**config.mk**
```make
export PLATFORM = sky130hd
export DESIGN_NAME = led_driver_power_sequencer_flat
export DESIGN_NICKNAME = d
export VERILOG_FILES = /design/src/rtl/core/ldps_pkg.sv /design/src/rtl/core/ldps_stream_if.sv /design/src/rtl/core/ldps_cfg_regs.sv /design/src/rtl/core/ldps_step.sv /design/src/rtl/core/led_driver_power_sequencer.sv /design/src/flat_wrapper.sv
export SDC_FILE = /design/constraint.sdc
export NUM_CORES = 1
export LEC_CHECK = 0
export BUFFER_PORTS_ARGS = -buffer_cell sky130_fd_sc_hd__buf_2
export CAP_MARGIN = 20
export CORE_ASPECT_RATIO = 1.25
export CORE_MARGIN = 8
export CORE_UTILIZATION = 45
export DETAILED_ROUTE_END_ITERATION = 8
export PLACE_DENSITY = 0.69
export SYNTH_ARGS = -nofsm -noshare
export SYNTH_HDL_FRONTEND = slang
export SYNTH_SLANG_ARGS = --single-unit
export TNS_END_PERCENT = 30
```
**constraint.sdc**
```tcl
create_clock -name clk_i -period 1.3 [get_ports clk_i]
set_input_delay 0.26 -clock clk_i [delete_from_list [all_inputs] [get_ports clk_i]]
set_output_delay 0.26 -clock clk_i [all_outputs]
set_load 0.05 [all_outputs]
```
**src/rtl/core/ldps_pkg.sv**
```systemverilog
// Package for the LED driver power sequencer.
// Holds the phase codes, configuration and payload types and reset constants.
// No dependencies; every other file of the block but ldps_stream_if imports it.
`timescale 1ns / 1ps

package ldps_pkg;

  // Default number of driver channels.
  localparam int ChannelsDefault = 2;

  // APB register map: four 32-bit registers at byte addresses 4*i.
  localparam int ApbAddrW = 4;
  localparam int ApbDataW = 32;

  // Configuration reset values.
  localparam logic [15:0] UvloThresholdRst = 16'd23000;
  localparam logic [31:0] FaultCooldownRst = 32'd1000000;
  localparam logic [31:0] RampCheckRst     = 32'd100000;
  localparam logic [7:0]  FaultLimitRst    = 8'd10;

  // Register indexes.
  typedef enum logic [1:0] {
    RegUvloThreshold = 2'd0,
    RegFaultCooldown = 2'd1,
    RegRampCheck     = 2'd2,
    RegFaultLimit    = 2'd3
  } cfg_reg_e;

  // Channel phases. Code 7 is never produced and is handled like off.
  typedef enum logic [2:0] {
    PhOff         = 3'd0,
    PhUvlo        = 3'd1,
    PhRamping     = 3'd2,
    PhEnabled     = 3'd3,
    PhDischarging = 3'd4,
    PhCooldown    = 3'd5,
    PhBlocked     = 3'd6
  } phase_e;

  typedef struct packed {
    logic [15:0] uvlo_threshold_mv;
    logic [31:0] fault_cooldown_us;
    logic [31:0] ramp_check_us;
    logic [7:0]  fault_max;
  } cfg_t;

  typedef struct packed {
    logic        channel;
    logic [10:0] drive_level;
    logic        status_pin;
    logic [15:0] vbus_mv;
    logic [62:0] now_us;
  } item_t;

  typedef struct packed {
    logic [2:0] new_state;
    logic       state_changed;
    logic       high_side_unlocked;
    logic       low_side_unlocked;
    logic [7:0] faults_seen;
  } result_t;

  // Per-channel sequencer state.
  typedef struct packed {
    phase_e      phase;
    logic [7:0]  faults;
    logic [63:0] deadline;
    logic        never;
  } chan_state_t;

endpackage

```
**src/rtl/core/ldps_stream_if.sv**
```systemverilog
// Valid/ready stream interface used by the sequencer's request and result channels.
// The payload type is a parameter; the block binds it to types from ldps_pkg.
`timescale 1ns / 1ps

interface ldps_stream_if #(
  parameter type payload_t = logic
) ();

  logic     valid;
  logic     ready;
  payload_t payload;

  modport source (output valid, output payload, input ready);
  modport sink (input valid, input payload, output ready);

endinterface

```
**src/rtl/core/ldps_cfg_regs.sv**
```systemverilog
// APB configuration registers of the power sequencer.
// Depends on ldps_pkg for the register map, reset values and cfg_t.
`timescale 1ns / 1ps

module ldps_cfg_regs
  import ldps_pkg::*;
(
  input  logic                clk_i,
  input  logic                rst_ni,
  input  logic                psel,
  input  logic                penable,
  input  logic                pwrite,
  input  logic [ApbAddrW-1:0] paddr,
  input  logic [ApbDataW-1:0] pwdata,
  output logic [ApbDataW-1:0] prdata,
  output logic                pready,
  output cfg_t                cfg_o
);

  cfg_t     cfg_q;
  cfg_t     cfg_d;
  cfg_reg_e reg_sel;
  logic     wr_en;

  assign pready  = 1'b1;
  assign reg_sel = cfg_reg_e'(paddr[ApbAddrW-1:2]);
  assign wr_en   = psel && penable && pwrite;

  // Write decode.
  always_comb begin
    cfg_d = cfg_q;
    if (wr_en) begin
      case (reg_sel)
        RegUvloThreshold: cfg_d.uvlo_threshold_mv = pwdata[15:0];
        RegFaultCooldown: cfg_d.fault_cooldown_us = pwdata[31:0];
        RegRampCheck:     cfg_d.ramp_check_us     = pwdata[31:0];
        RegFaultLimit:    cfg_d.fault_max         = pwdata[7:0];
        default:          cfg_d = cfg_q;
      endcase
    end
  end

  always_ff @(posedge clk_i or negedge rst_ni) begin
    if (!rst_ni) begin
      cfg_q.uvlo_threshold_mv <= UvloThresholdRst;
      cfg_q.fault_cooldown_us <= FaultCooldownRst;
      cfg_q.ramp_check_us     <= RampCheckRst;
      cfg_q.fault_max         <= FaultLimitRst;
    end else begin
      cfg_q <= cfg_d;
    end
  end

  // Read back.
  always_comb begin
    case (reg_sel)
      RegUvloThreshold: prdata = {16'b0, cfg_q.uvlo_threshold_mv};
      RegFaultCooldown: prdata = cfg_q.fault_cooldown_us;
      RegRampCheck:     prdata = cfg_q.ramp_check_us;
      RegFaultLimit:    prdata = {24'b0, cfg_q.fault_max};
      default:          prdata = '0;
    endcase
  end

  assign cfg_o = cfg_q;

endmodule

```
**src/rtl/core/ldps_step.sv**
```systemverilog
// Next-state logic for one channel of the power sequencer.
// Purely combinational; depends on ldps_pkg for phase codes and struct types.
`timescale 1ns / 1ps

module ldps_step
  import ldps_pkg::*;
(
  input  item_t       item_i,
  input  chan_state_t state_i,
  input  cfg_t        cfg_i,
  output chan_state_t state_o,
  output result_t     result_o
);

  logic        requested;
  logic [63:0] now64;
  logic [31:0] delay;
  logic [63:0] deadline_new;
  logic        expired;
  logic        low_vbus;
  chan_state_t ramp_st;
  chan_state_t fault_st;
  chan_state_t nxt;

  assign requested = |item_i.drive_level;
  assign now64     = {1'b0, item_i.now_us};
  assign low_vbus  = item_i.vbus_mv < cfg_i.uvlo_threshold_mv;
  assign expired   = !state_i.never && (now64 > state_i.deadline);

  // Only a ramping channel can fault; off, UVLO, discharging and cooldown may start a ramp.
  assign delay        = (state_i.phase == PhRamping) ? cfg_i.fault_cooldown_us
                                                     : cfg_i.ramp_check_us;
  assign deadline_new = now64 + {32'b0, delay};

  // State after an attempt to start ramping.
  always_comb begin
    ramp_st = state_i;
    if (low_vbus) begin
      ramp_st.phase = PhUvlo;
    end else begin
      ramp_st.phase    = PhRamping;
      ramp_st.deadline = deadline_new;
      ramp_st.never    = 1'b0;
    end
  end

  // State after a fault: cool down while allowance remains, else block.
  always_comb begin
    fault_st = state_i;
    if (state_i.faults < cfg_i.fault_max) begin
      fault_st.phase    = PhCooldown;
      fault_st.deadline = deadline_new;
      fault_st.never    = 1'b0;
      fault_st.faults   = state_i.faults + 8'd1;
    end else begin
      fault_st.phase = PhBlocked;
      fault_st.never = 1'b1;
    end
  end

  // Phase transitions.
  always_comb begin
    nxt = state_i;
    case (state_i.phase)
      PhUvlo: begin
        if (!requested) nxt.phase = PhOff;
        else nxt = ramp_st;
      end
      PhRamping: begin
        if (!requested) nxt.phase = PhDischarging;
        else if (expired) nxt = item_i.status_pin ? fault_st : state_i;
        if (requested && expired && !item_i.status_pin) nxt.phase = PhEnabled;
      end
      PhEnabled: begin
        if (!requested) nxt.phase = PhDischarging;
        else if (low_vbus) nxt.phase = PhUvlo;
      end
      PhDischarging: begin
        if (requested) nxt = ramp_st;
        else if (!item_i.status_pin) nxt.phase = PhOff;
      end
      PhCooldown: begin
        if (!requested) nxt.phase = PhOff;
        else if (expired) nxt = ramp_st;
      end
      PhBlocked: begin
        if (!requested) nxt.phase = PhOff;
      end
      default: begin
        // Off, and the unused code: the fault count clears here.
        nxt.phase = PhOff;
        if (requested) nxt = ramp_st;
        nxt.faults = 8'd0;
      end
    endcase
  end

  assign state_o = nxt;

  // Result fields.
  always_comb begin
    result_o.new_state          = nxt.phase;
    result_o.state_changed      = nxt.phase != state_i.phase;
    result_o.high_side_unlocked = (nxt.phase == PhRamping) || (nxt.phase == PhEnabled);
    result_o.low_side_unlocked  = nxt.phase == PhEnabled;
    result_o.faults_seen        = nxt.faults;
  end

endmodule

```
**src/rtl/core/led_driver_power_sequencer.sv**
```systemverilog
// Top level of the LED driver power sequencer; uses ldps_pkg, ldps_cfg_regs, ldps_step.
// A request passes the request register and then the result register.
// Throughput: one request per cycle unless the result side stalls, also back to
// back on the same channel, since the channel state is read, updated and written in the same cycle.
// Reset (rst_ni, asynchronous, active low) sets every channel off with no faults
// and loads the default configuration.
`timescale 1ns / 1ps

module led_driver_power_sequencer
  import ldps_pkg::*;
#(
  parameter int NumChannels = ChannelsDefault
) (
  input  logic                clk_i,
  input  logic                rst_ni,
  ldps_stream_if.sink         in_if,
  ldps_stream_if.source       out_if,
  input  logic                psel,
  input  logic                penable,
  input  logic                pwrite,
  input  logic [ApbAddrW-1:0] paddr,
  input  logic [ApbDataW-1:0] pwdata,
  output logic [ApbDataW-1:0] prdata,
  output logic                pready
);

  localparam int ChIdxW = (NumChannels > 1) ? $clog2(NumChannels) : 1;

  cfg_t                          cfg;
  item_t                         in_q;
  logic                          in_vld_q;
  result_t                       out_q;
  logic                          out_vld_q;
  chan_state_t [NumChannels-1:0] st_q;
  chan_state_t                   st_cur;
  chan_state_t                   st_next;
  result_t                       step_res;
  result_t                       res_d;
  logic [ChIdxW-1:0]             idx;
  logic                          in_range;
  logic                          in_ready;
  logic                          advance;

  ldps_cfg_regs u_cfg_regs (
    .clk_i   (clk_i),
    .rst_ni  (rst_ni),
    .psel    (psel),
    .penable (penable),
    .pwrite  (pwrite),
    .paddr   (paddr),
    .pwdata  (pwdata),
    .prdata  (prdata),
    .pready  (pready),
    .cfg_o   (cfg)
  );

  // Pipeline flow control: the request register drains whenever the
  // result register is empty or being taken.
  assign advance  = in_vld_q && (!out_vld_q || out_if.ready);
  assign in_ready = !in_vld_q || !out_vld_q || out_if.ready;
  assign in_if.ready = in_ready;

  // Request register.
  always_ff @(posedge clk_i or negedge rst_ni) begin
    if (!rst_ni) begin
      in_vld_q <= 1'b0;
    end else if (in_ready) begin
      in_vld_q <= in_if.valid;
    end
  end

  always_ff @(posedge clk_i) begin
    if (in_if.valid && in_ready) begin
      in_q <= in_if.payload;
    end
  end

  // Channel selection; out-of-range channels leave all state alone.
  assign in_range = 32'(in_q.channel) < 32'(NumChannels);
  assign idx      = in_range ? ChIdxW'(in_q.channel) : '0;
  assign st_cur   = st_q[idx];

  ldps_step u_step (
    .item_i   (in_q),
    .state_i  (st_cur),
    .cfg_i    (cfg),
    .state_o  (st_next),
    .result_o (step_res)
  );

  assign res_d = in_range ? step_res : '0;

  // Per-channel state registers.
  always_ff @(posedge clk_i or negedge rst_ni) begin
    if (!rst_ni) begin
      st_q <= '0;
    end else if (advance && in_range) begin
      st_q[idx] <= st_next;
    end
  end

  // Result register.
  always_ff @(posedge clk_i or negedge rst_ni) begin
    if (!rst_ni) begin
      out_vld_q <= 1'b0;
    end else if (!out_vld_q || out_if.ready) begin
      out_vld_q <= in_vld_q;
    end
  end

  always_ff @(posedge clk_i) begin
    if (advance) begin
      out_q <= res_d;
    end
  end

  assign out_if.valid   = out_vld_q;
  assign out_if.payload = out_q;

  // Low-side unlock is only ever granted together with high-side unlock.
  assert property (@(posedge clk_i) disable iff (!rst_ni)
    out_vld_q |-> (!out_q.low_side_unlocked || out_q.high_side_unlocked))
    else $error("low side unlocked without high side");

  // Channel state only moves when a request is evaluated.
  assert property (@(posedge clk_i) disable iff (!rst_ni)
    !advance |=> $stable(st_q))
    else $error("channel state changed without a request");

  // A held request stays in the request register.
  assert property (@(posedge clk_i) disable iff (!rst_ni)
    (in_vld_q && !advance) |=> (in_vld_q && $stable(in_q)))
    else $error("stalled request lost");

  // A new result appears only after a request advanced.
  assert property (@(posedge clk_i) disable iff (!rst_ni)
    $rose(out_vld_q) |-> $past(advance))
    else $error("result appeared without a request");

endmodule
```
**src/flat_wrapper.sv**
```systemverilog
// flat-port wrapper written by rule: the top's interface ports become plain ports
module led_driver_power_sequencer_flat import ldps_pkg::*;
#(
  parameter int NumChannels = ChannelsDefault
)
  (clk_i, rst_ni, psel, penable, pwrite, paddr, pwdata, prdata, pready, in_if_valid, in_if_payload, in_if_ready, out_if_valid, out_if_payload, out_if_ready);
  ldps_stream_if in_if_i ();
  ldps_stream_if out_if_i ();
  input  logic clk_i;
  input  logic rst_ni;
  input  logic psel;
  input  logic penable;
  input  logic pwrite;
  input  logic [ApbAddrW-1:0] paddr;
  input  logic [ApbDataW-1:0] pwdata;
  output logic [ApbDataW-1:0] prdata;
  output logic pready;
  input wire logic [$bits(in_if_i.valid)-1:0] in_if_valid;
  input wire logic [$bits(in_if_i.payload)-1:0] in_if_payload;
  output wire logic [$bits(in_if_i.ready)-1:0] in_if_ready;
  output wire logic [$bits(out_if_i.valid)-1:0] out_if_valid;
  output wire logic [$bits(out_if_i.payload)-1:0] out_if_payload;
  input wire logic [$bits(out_if_i.ready)-1:0] out_if_ready;
  assign in_if_i.valid = in_if_valid;
  assign in_if_i.payload = in_if_payload;
  assign in_if_ready = in_if_i.ready;
  assign out_if_valid = out_if_i.valid;
  assign out_if_payload = out_if_i.payload;
  assign out_if_i.ready = out_if_ready;
  led_driver_power_sequencer #(.NumChannels(NumChannels)) u_core (.clk_i(clk_i), .rst_ni(rst_ni), .in_if(in_if_i), .out_if(out_if_i), .psel(psel), .penable(penable), .pwrite(pwrite), .paddr(paddr), .pwdata(pwdata), .prdata(prdata), .pready(pready));
endmodule
```
==> results.json, run 1 <==
{
  "cts_tree": "done",
  "gp_congestion": 0.700,
  "fin_cells": 471,
  "syn_to_final_growth_pct": 30.5,
  "hp-class": "in2reg",
  "dp.cells": 454,
  "antenna_found_initial": 0,
  "ys.flop_type": "dfrtp_1",
  "fin_setup_tns_ns": -6.63,
  "setup.worst_path.class": "reg2out",
  "dp_hpwl_um": 5890,
  "synth.cell_area_mm2": 0.00406,
  "p_per_area_mw_per_mm2": 1560,
  "grt_pass1_vias": 2766,
  "numCtsBuffers": 9,
  "drt_iter0_drc": 70,
  "p_int_mw": 5.70,
  "drv_cap": 0,
  "drc": 0,
  "vias_per_cell": 5.18,
  "dieArea_mm2": 0.0123,
  "clock_skew_ns": 0.0000922,
  "utilization": 0.606,
  "report.final.slew_viol_count": 0,
  "postRouteAntennaNets": 0,
  "post_synth_num_cell_types": 27,
  "whs_ns": 0.111,
  "p_clk_frac": 0.214,
  "mostFrequentLayoutCells": "74 x mux2_2, 67 x dfrtp_1, 38 x buf_2, 34 x buf_6, 23 x dfstp_2",
  "clockRootBuffer": "clkbuf_8",
  "netlist_instances": 258,
  "failed_checks": "negative setup slack",
  "fin_crit_ns": 1.68,
  "wl_met3_um": 414,
  "fin_ws_ns": -0.376,
  "routed_wl_um": 8540,
  "drive_gt1_frac": 0.732,
  "synth_enable_flop_cells": 0,
  "max_freq_mhz": 597,
  "cp.arrival_ns": 1.42,
  "die_y_um": 122,
  "ys_seq_area_frac": 0.562,
  "power_frac_comb": 0.311,
  "cp-end-kind": "output pin",
  "synth_area_leaders": "dfrtp_1 41%, mux2_2 21%, dfstp_2 15%, mux2_4 4.4%, mux4_2 4.4%",
  "layout_commonest_cell": "mux2_2",
  "setup_violations": 32,
  "synth_seq_cells": 90,
  "wirelength_met1_um": 3680,
  "crit_fanout": 2,
  "grt_overflow_total": 0,
  "dr_total_vias": 2440,
  "cp-start-kind": "register",
  "path_clk_slew_ns": 0.08,
  "die_x_um": 101,
  "drt_first_pass_iters": 4,
  "async_flop_share": 1.00,
  "clock_path_buffers": 2,
  "portBuffers": 74,
  "routed-wl-met2_um": 4330,
  "start_util": 0.464,
  "power.total_mw": 8.28,
  "multi_input_area_mm2": 0.00179,
  "core-area_mm2": 0.00875,
  "fillCellCount": 735,
  "grt_use_total": 0.149,
  "switching_share": 0.312,
  "outcome": "finished, violations left",
  "yosys_warnings": 0,
  "p_leak_nw": 2.41,
  "cts_setup_buffers": 0,
  "ff_latch_area_mm2": 0.00228,
  "vdd_drop_max_mv": 0.646,
  "nets": 390,
  "h-tree-depth": 3,
  "worstPathRequired_ns": 1.04,
  "avgSynthCellArea_um2": 15.7,
  "synth_top_cell_by_area": "dfrtp_1",
  "synth_nets": 302,
  "grt_max_degree": 46,
  "ios": 80,
  "clk_latency_ns": 0.35,
  "grt_pass1_wl_um": 14200,
  "cts_sinks": 90,
  "hold_violations": 0,
  "power_frac_seq": 0.475,
  "rows": 38,
  "insertedDiodeCount": 0,
  "dr.max_layer_used": "met4",
  "p_switching_mw": 2.58,
  "fin_crit_sh": 1.29,
  "rsz0062_at_grt": "yes",
  "wl_per_cell_um": 18.1,
  "synth_top_area_frac": 0.413
}
-- critical path: stages, from the launching register on --
cell and delay [ns]:
dfrtp_1 0.39, mux4_2 0.50, buf_6 0.17
-- flip-flops by register name (all words and copies together) (netlist names) --
| name | count |
|---|---|
| u_core.u_cfg_regs.cfg_o | 88 |
| u_core.in_vld_q | 1 |
| u_core.out_if.valid | 1 |
-- layout make-up --
cell class | instances | area share
Clock buffer | 14 | 0.0326
Clock inverter | 2 | 0.00189
Inverter | 1 | 0.000709
Multi-Input combinational cell | 148 | 0.338
Sequential cell | 90 | 0.431
Tap cell | 120 | 0.0283
Timing Repair Buffer | 96 | 0.168
-- worst paths after layout --
path,to,cells past startpoint,start,slack [ns]
max,prdata[6],2,u_core.u_cfg_regs.cfg_o[6],-0.38
min,u_core.in_vld_q,2,in_if_valid,0.11
max reg2reg,u_core.u_cfg_regs.cfg_o[14],2,u_core.u_cfg_regs.cfg_o[14],0.42
min reg2reg,u_core.out_if.valid,1,u_core.in_vld_q,0.48
max in group asynchronous,u_core.u_cfg_regs.cfg_o[3],3,rst_ni,0.40
min in group asynchronous,u_core.u_cfg_regs.cfg_o[19],2,rst_ni,0.32
-- what timing repair did --
item,CTS,global route
resized for setup,70,7
hold buffers,1,0
endpoints found under the setup margin,33,34
hold endpoints to repair,9,0
pin swaps,4,3
-- synth_stat cells, types with 2 or more instances --
cell and n:
mux2i_1 8, mux2_2 74, a22o_1 16, mux2_1 2, nor2b_1 2, dfstp_2 23
mux4_2 8, o21ai_0 8, conb_1 2, dfrtp_1 67, nand2_1 8, mux2_4 12
buf_6 6, buf_4 6, buf_2 4
-- metal layers --
metal  up-vias  track usage
met4         0       0.0588
met5         -            0
li1       1107            -
met1      1278        0.178
met2        45        0.250
met3        10       0.0371
-- logic make-up (layout without fill, tap and decap cells) --
kind of cell | Yosys count | in the layout | synth area share
compound gates | 25 | 25 | 0.0462
buf+inv | 20 | 113 | 0.0404
flops | 90 | 90 | 0.562
mux | 104 | 104 | 0.319
other cells | 2 | 2 | 0.00185
simple gates | 17 | 17 | 0.0305
-- power groups by stage --
stage          Sequential [mW]  Clock, mW  Combinational (mW)
4_1_cts                   3.92       1.84                2.60
2_1_floorplan             3.86          0                1.81
6_report                  3.93       1.77                2.58
3_3_place_gp              3.92          0                2.25
5_1_grt                   4.01       1.95                2.73
3_5_place_dp              3.97          0                2.30
-- metrics by stage --
step	cell area, um^2	setup WS (ns)
6_report	5300	-0.376
2_1_floorplan	4250	-0.152
4_1_cts	5280	-0.404
3_5_place_dp	4850	-0.284
3_3_place_gp	4850	-0.281
5_1_grt	5300	-0.420
(Power assumes the default switching activity.)
==> inputs of run 2 (changes only) <==
Settings changed: CTS_BUF_LIST set to sky130_fd_sc_hd__clkbuf_8 sky130_fd_sc_hd__clkbuf_16.
==> run 2 against run 1 <==
The flow still finishes with violations (negative setup slack). Utilization is the same. Sequential power is essentially flat. Highest routed layer unchanged. Final area is the same. First-iteration DRC count is the same.
==> results.json, run 2 (same netlist as run 1, synthesis figures left out) <==
{
  "grt_pass1_vias": 2766,
  "dieArea_mm2": 0.0123,
  "p_leak_nw": 2.42,
  "gp_congestion": 0.700,
  "drv_cap": 0,
  "grt_overflow_total": 0,
  "cp-start-kind": "register",
  "hold_violations": 0,
  "dp_hpwl_um": 5890,
  "die_x_um": 101,
  "report.final.slew_viol_count": 0,
  "failed_checks": "negative setup slack",
  "rows": 38,
  "grt_pass1_wl_um": 14200,
  "drc": 0,
  "critical_path.endpoint": "prdata[6]",
  "largest_register_ffs": 88,
  "cts_setup_buffers": 0,
  "place_ws_ns": -0.284,
  "die_y_um": 122,
  "portBuffers": 74,
  "rr_worst_depth": 2,
  "cp.arrival_ns": 1.42,
  "rsz0062_at_grt": "yes",
  "fin_crit_ns": 1.68,
  "cp_slowest_cell": "mux4_2",
  "outcome": "finished, violations left",
  "grt_max_degree": 46,
  "dr_total_vias": 2439,
  "postRouteAntennaNets": 0,
  "h-tree-depth": 3,
  "fin_ws_ns": -0.376,
  "path_buf_inv": 1,
  "fillCellCount": 735,
  "cts_tree": "done",
  "fin_crit_sh": 1.29,
  "wl_per_cell_um": 18.1,
  "p_per_area_mw_per_mm2": 1560,
  "syn_to_final_growth_pct": 30.5,
  "drt_iter0_drc": 70,
  "clk_latency_ns": 0.35,
  "setup_violations": 32,
  "drive_gt1_frac": 0.732,
  "nets": 390,
  "utilization": 0.606,
  "routed_wl_um": 8540,
  "path_delay_family": "multiplexers",
  "start_util": 0.464,
  "cts_sinks": 90,
  "clock_skew_ns": 0.0000922,
  "reg2reg_to": "u_core.u_cfg_regs.cfg_o[14]",
  "vdd_drop_max_mv": 0.646,
  "r2r-start": "u_core.u_cfg_regs.cfg_o[14]",
  "numCtsBuffers": 9,
  "path_clk_slew_ns": 0.08,
  "max_freq_mhz": 597,
  "path_depth": 2,
  "ios": 80,
  "whs_ns": 0.111,
  "layout_commonest_cell": "mux2_2",
  "insertedDiodeCount": 0,
  "crit_fanout": 2,
  "setup.worst_path.class": "reg2out",
  "hp-class": "in2reg",
  "grt_use_total": 0.149,
  "vias_per_cell": 5.18,
  "max_stage_delay_ns": 0.50,
  "r2r_slack_ns": 0.42,
  "drt_first_pass_iters": 4,
  "cp-end-kind": "output pin",
  "worstPathRequired_ns": 1.04,
  "clockRootBuffer": "clkbuf_8",
  "crit_path_cell_trace": "mux4_2 -> buf_6",
  "antenna_found_initial": 0,
  "clock_path_buffers": 2,
  "critPathLaunch": "u_core.u_cfg_regs.cfg_o[6]",
  "core-area_mm2": 0.00875,
  "mostFrequentLayoutCells": "74 x mux2_2, 67 x dfrtp_1, 38 x buf_2, 34 x buf_6, 23 x dfstp_2"
}
[run 2: metal layers]
layer / track usage / share of wire / routed length, um
met1: 0.178 / 0.43 / 3680
met2: 0.250 / 0.51 / 4330
met3: 0.0371 / 0.048 / 414
met4: 0.0588 / 0.014 / 122
met5: 0 / 0 / 0
[run 2: how the worst min path moves through the flow]
stage           startpoint                     endpoint  slack, ns  cells after the start
6_report       in_if_valid              u_core.in_vld_q       0.11                      2
5_1_grt        in_if_valid              u_core.in_vld_q       0.09                      2
4_1_cts        in_if_valid              u_core.in_vld_q       0.09                      2
3_5_place_dp        rst_ni  u_core.u_cfg_regs.cfg_o[19]       0.16                      1
3_3_place_gp        rst_ni  u_core.u_cfg_regs.cfg_o[19]       0.16                      1
2_1_floorplan       rst_ni              u_core.in_vld_q      -0.04                      0
[run 2: metrics by stage]
step | instances | power (mW) | setup TNS (ns) | area, um^2
5_1_grt | 471 | 8.67 | -7.92 | 5300
4_1_cts | 471 | 8.35 | -7.54 | 5280
2_1_floorplan | 258 | 5.67 | -3.73 | 4250
3_5_place_dp | 454 | 6.26 | -23.14 | 4850
3_3_place_gp | 454 | 6.18 | -22.71 | 4850
6_report | 471 | 8.27 | -6.63 | 5300
[run 2: layout make-up]
cell class	count	area, um^2	area share
Sequential cell	90	2280	0.431
Inverter	1	3.75	0.000709
Timing Repair Buffer	96	888	0.168
Multi-Input combinational cell	148	1790	0.338
Clock buffer	12	165	0.0312
Clock inverter	4	17.5	0.00331
Tap cell	120	150	0.0283
[run 2: timing repair]
item                                    4_1_cts  5_1_grt
hold buffers                                  1        0
gates cloned                                  0        0
resized for setup                            70        7
endpoints found under the setup margin       33       34
pin swaps                                     4        3
hold endpoints to repair                      9        0
[run 2: power by group]
part,total [mW],leakage [nW],internal [mW],switching [mW]
sequential,3.93,1.06,3.56,0.370
clock,1.76,0.105,0.833,0.923
combinational,2.58,1.26,1.29,1.29
==> inputs of run 3 (changes only) <==
Settings changed: ABC_AREA set to 1, PLACE_DENSITY 0.69 to 0.68.
==> run 3 against run 2 <==
The run still ends with negative setup slack left. Critical path depth up 1. Via count rose by 50%. Worst setup slack gained 0.17 ns.
==> results.json, run 3 <==
{
  "drt_iter0_drc": 189,
  "synth_area_leaders": "dfrtp_1 39%, nand2_1 31%, dfstp_2 14%, buf_6 4.2%, nand3_1 3.9%",
  "synth_top_area_frac": 0.394,
  "dr_total_vias": 3663,
  "largest_register_ffs": 88,
  "design_area_mm2": 0.00555,
  "hold_violations": 0,
  "switching_share": 0.317,
  "outcome": "finished, violations left",
  "synth_seq_cells": 90,
  "rsz0062_at_grt": "yes",
  "place_ws_ns": -0.178,
  "vdd_drop_max_mv": 0.679,
  "power_frac_seq": 0.453,
  "critical_path.endpoint": "prdata[5]",
  "whs_ns": 0.107,
  "synth_enable_flop_cells": 0,
  "hp-class": "in2reg",
  "max_freq_mhz": 664,
  "die_y_um": 125,
  "rows": 39,
  "mostFrequentLayoutCells": "336 x nand2_1, 67 x dfrtp_1, 37 x buf_2, 30 x buf_6, 23 x dfstp_2",
  "avgSynthCellArea_um2": 8.05,
  "clock_path_buffers": 2,
  "layout_commonest_cell": "nand2_1",
  "p_leak_nw": 3.03,
  "async_flop_share": 1.00,
  "fin_crit_sh": 1.16,
  "grt_pass1_vias": 3674,
  "numCtsBuffers": 9,
  "p_clk_frac": 0.292,
  "antenna_found_initial": 0,
  "cp.arrival_ns": 1.25,
  "ios": 80,
  "cts_sinks": 90,
  "report.final.slew_viol_count": 0,
  "postRouteAntennaNets": 0,
  "yosys_warnings": 0,
  "fillCellCount": 842,
  "r2r_slack_ns": 0.49,
  "grt_pass1_wl_um": 18100,
  "power.total_mw": 8.35,
  "core-area_mm2": 0.00917,
  "cp-start-kind": "register",
  "p_switching_mw": 2.65,
  "dp_hpwl_um": 7230,
  "grt_overflow_total": 0,
  "cts_tree": "done",
  "synth_nets": 572,
  "clockRootBuffer": "clkbuf_16",
  "power_frac_comb": 0.255,
  "ff_latch_area_mm2": 0.00228,
  "drc": 0,
  "multi_input_area_mm2": 0.00179,
  "dieArea_mm2": 0.0128,
  "insertedDiodeCount": 0,
  "start_util": 0.464,
  "ys_top_cells_by_count": "349 x nand2_1, 67 x dfrtp_1, 33 x nand3_1, 23 x dfstp_2, 16 x buf_6",
  "reg2reg_to": "u_core.u_cfg_regs.cfg_o[76]",
  "wl_per_cell_um": 14.5,
  "netlist_instances": 528,
  "synth.cell_area_mm2": 0.00425,
  "nets": 661,
  "clk_latency_ns": 0.33,
  "p_per_area_mw_per_mm2": 1500,
  "routed_wl_um": 10800,
  "vias_per_cell": 4.92,
  "setup.worst_path.class": "reg2out",
  "portBuffers": 74,
  "synth_top_cell_by_area": "dfrtp_1",
  "failed_checks": "negative setup slack",
  "critPathLaunch": "u_core.u_cfg_regs.cfg_o[13]",
  "gp_congestion": 0.840,
  "ys_seq_area_frac": 0.536,
  "h-tree-depth": 3,
  "ys.flop_type": "dfrtp_1",
  "rr_worst_depth": 3,
  "grt_max_degree": 45,
  "fin_crit_ns": 1.51,
  "die_x_um": 103,
  "r2r-start": "u_core.u_cfg_regs.cfg_o[76]",
  "p_int_mw": 5.71,
  "syn_to_final_growth_pct": 30.6,
  "post_synth_num_cell_types": 18,
  "cp-end-kind": "output pin",
  "setup_violations": 19,
  "path_clk_slew_ns": 0.06,
  "drv_cap": 0,
  "crit_fanout": 2,
  "worstPathRequired_ns": 1.04,
  "fin_ws_ns": -0.205,
  "drt_first_pass_iters": 4,
  "synth_most_common_cell": "nand2_1",
  "drive_gt1_frac": 0.288,
  "clock_skew_ns": 0.000848,
  "placed_area_mm2": 0.00487,
  "grt_use_total": 0.179
}
==> run 3: cell types whose count changed in the layout (fill, tap and decap cells not counted), moves of 9 or more <==
| cell | delta |
|---|---|
| nand3_1 | +22 |
| mux2_2 | -74 |
| nand2_2 | +12 |
| nand2_1 | +329 |
| buf_8 | +9 |
| clkbuf_16 | +9 |
| a22o_4 | -12 |
| mux2_4 | -12 |
| clkbuf_8 | -9 |
==> run 3: timing repair <==
| action | 4_1_cts | 5_1_grt |
|---|---|---|
| pin swaps | 27 | 19 |
| hold endpoints to repair | 18 | 0 |
| cloned | 0 | 0 |
| resized for setup | 102 | 13 |
| hold buffers | 1 | 0 |
| setup endpoints to repair | 33 | 34 |
| buffers inserted | 0 | 2 |
==> run 3: cell type report <==
type                       count  share of cell area
clock inverter                 4             0.00315
clock buffer                  12              0.0480
sequential                    90               0.411
inverter                       8             0.00901
multi-input combinational    405               0.322
timing repair buffer         103               0.179
tap                          123              0.0277
==> run 3: cell families after synthesis <==
logic type / synth area share
AOI/OAI and AO/OA: 0.00177
DFF: 0.536
buffers and inverters: 0.0653
other: 0.00177
and+or+nand+nor: 0.395
==> run 3: through the flow <==
stage / instances / util / setup TNS (ns)
final: 745 / 0.605 / -2.27
after global routing: 745 / 0.605 / -3.34
after CTS: 743 / 0.599 / -2.60
after detailed placement: 726 / 0.531 / -8.00
after global placement: 726 / 0.531 / -6.92
after floorplan: 528 / - / -2.10
==> run 3: worst min-delay path by stage <==
stage | startpoint | end | cells after the start
after floorplan | rst_ni | u_core.in_vld_q | 0
after global placement | rst_ni | u_core.u_cfg_regs.cfg_o[68] | 1
after detailed placement | rst_ni | u_core.u_cfg_regs.cfg_o[32] | 1
after CTS | in_if_valid | u_core.in_vld_q | 3
after global routing | in_if_valid | u_core.in_vld_q | 3
final | in_if_valid | u_core.in_vld_q | 3
==> run 3: routing by layer <==
layer  vias to the layer above  global-route usage  wire length (um)
met1                      1766               0.226              4650
met5                         -                   0                 0
li1                       1796                   -                 -
met4                         0              0.0529                91
met2                        93               0.291              5430
met3                         8              0.0442               646
==> run 3: power by group through the flow <==
stage | clock network [mW] | logic, mW | registers (mW)
floorplan | 0 | 1.31 | 3.74
global route | 2.63 | 2.33 | 3.85
detailed placement | 0 | 1.80 | 3.81
global placement | 0 | 1.76 | 3.78
CTS | 2.50 | 2.11 | 3.78
finish | 2.44 | 2.13 | 3.79
==> run 3: worst max-delay path, cell delays in order (launching register included) <==
cell and delay (ns):
dfstp_2 0.54, nand3_2 0.07, nand4_1 0.12, buf_6 0.18
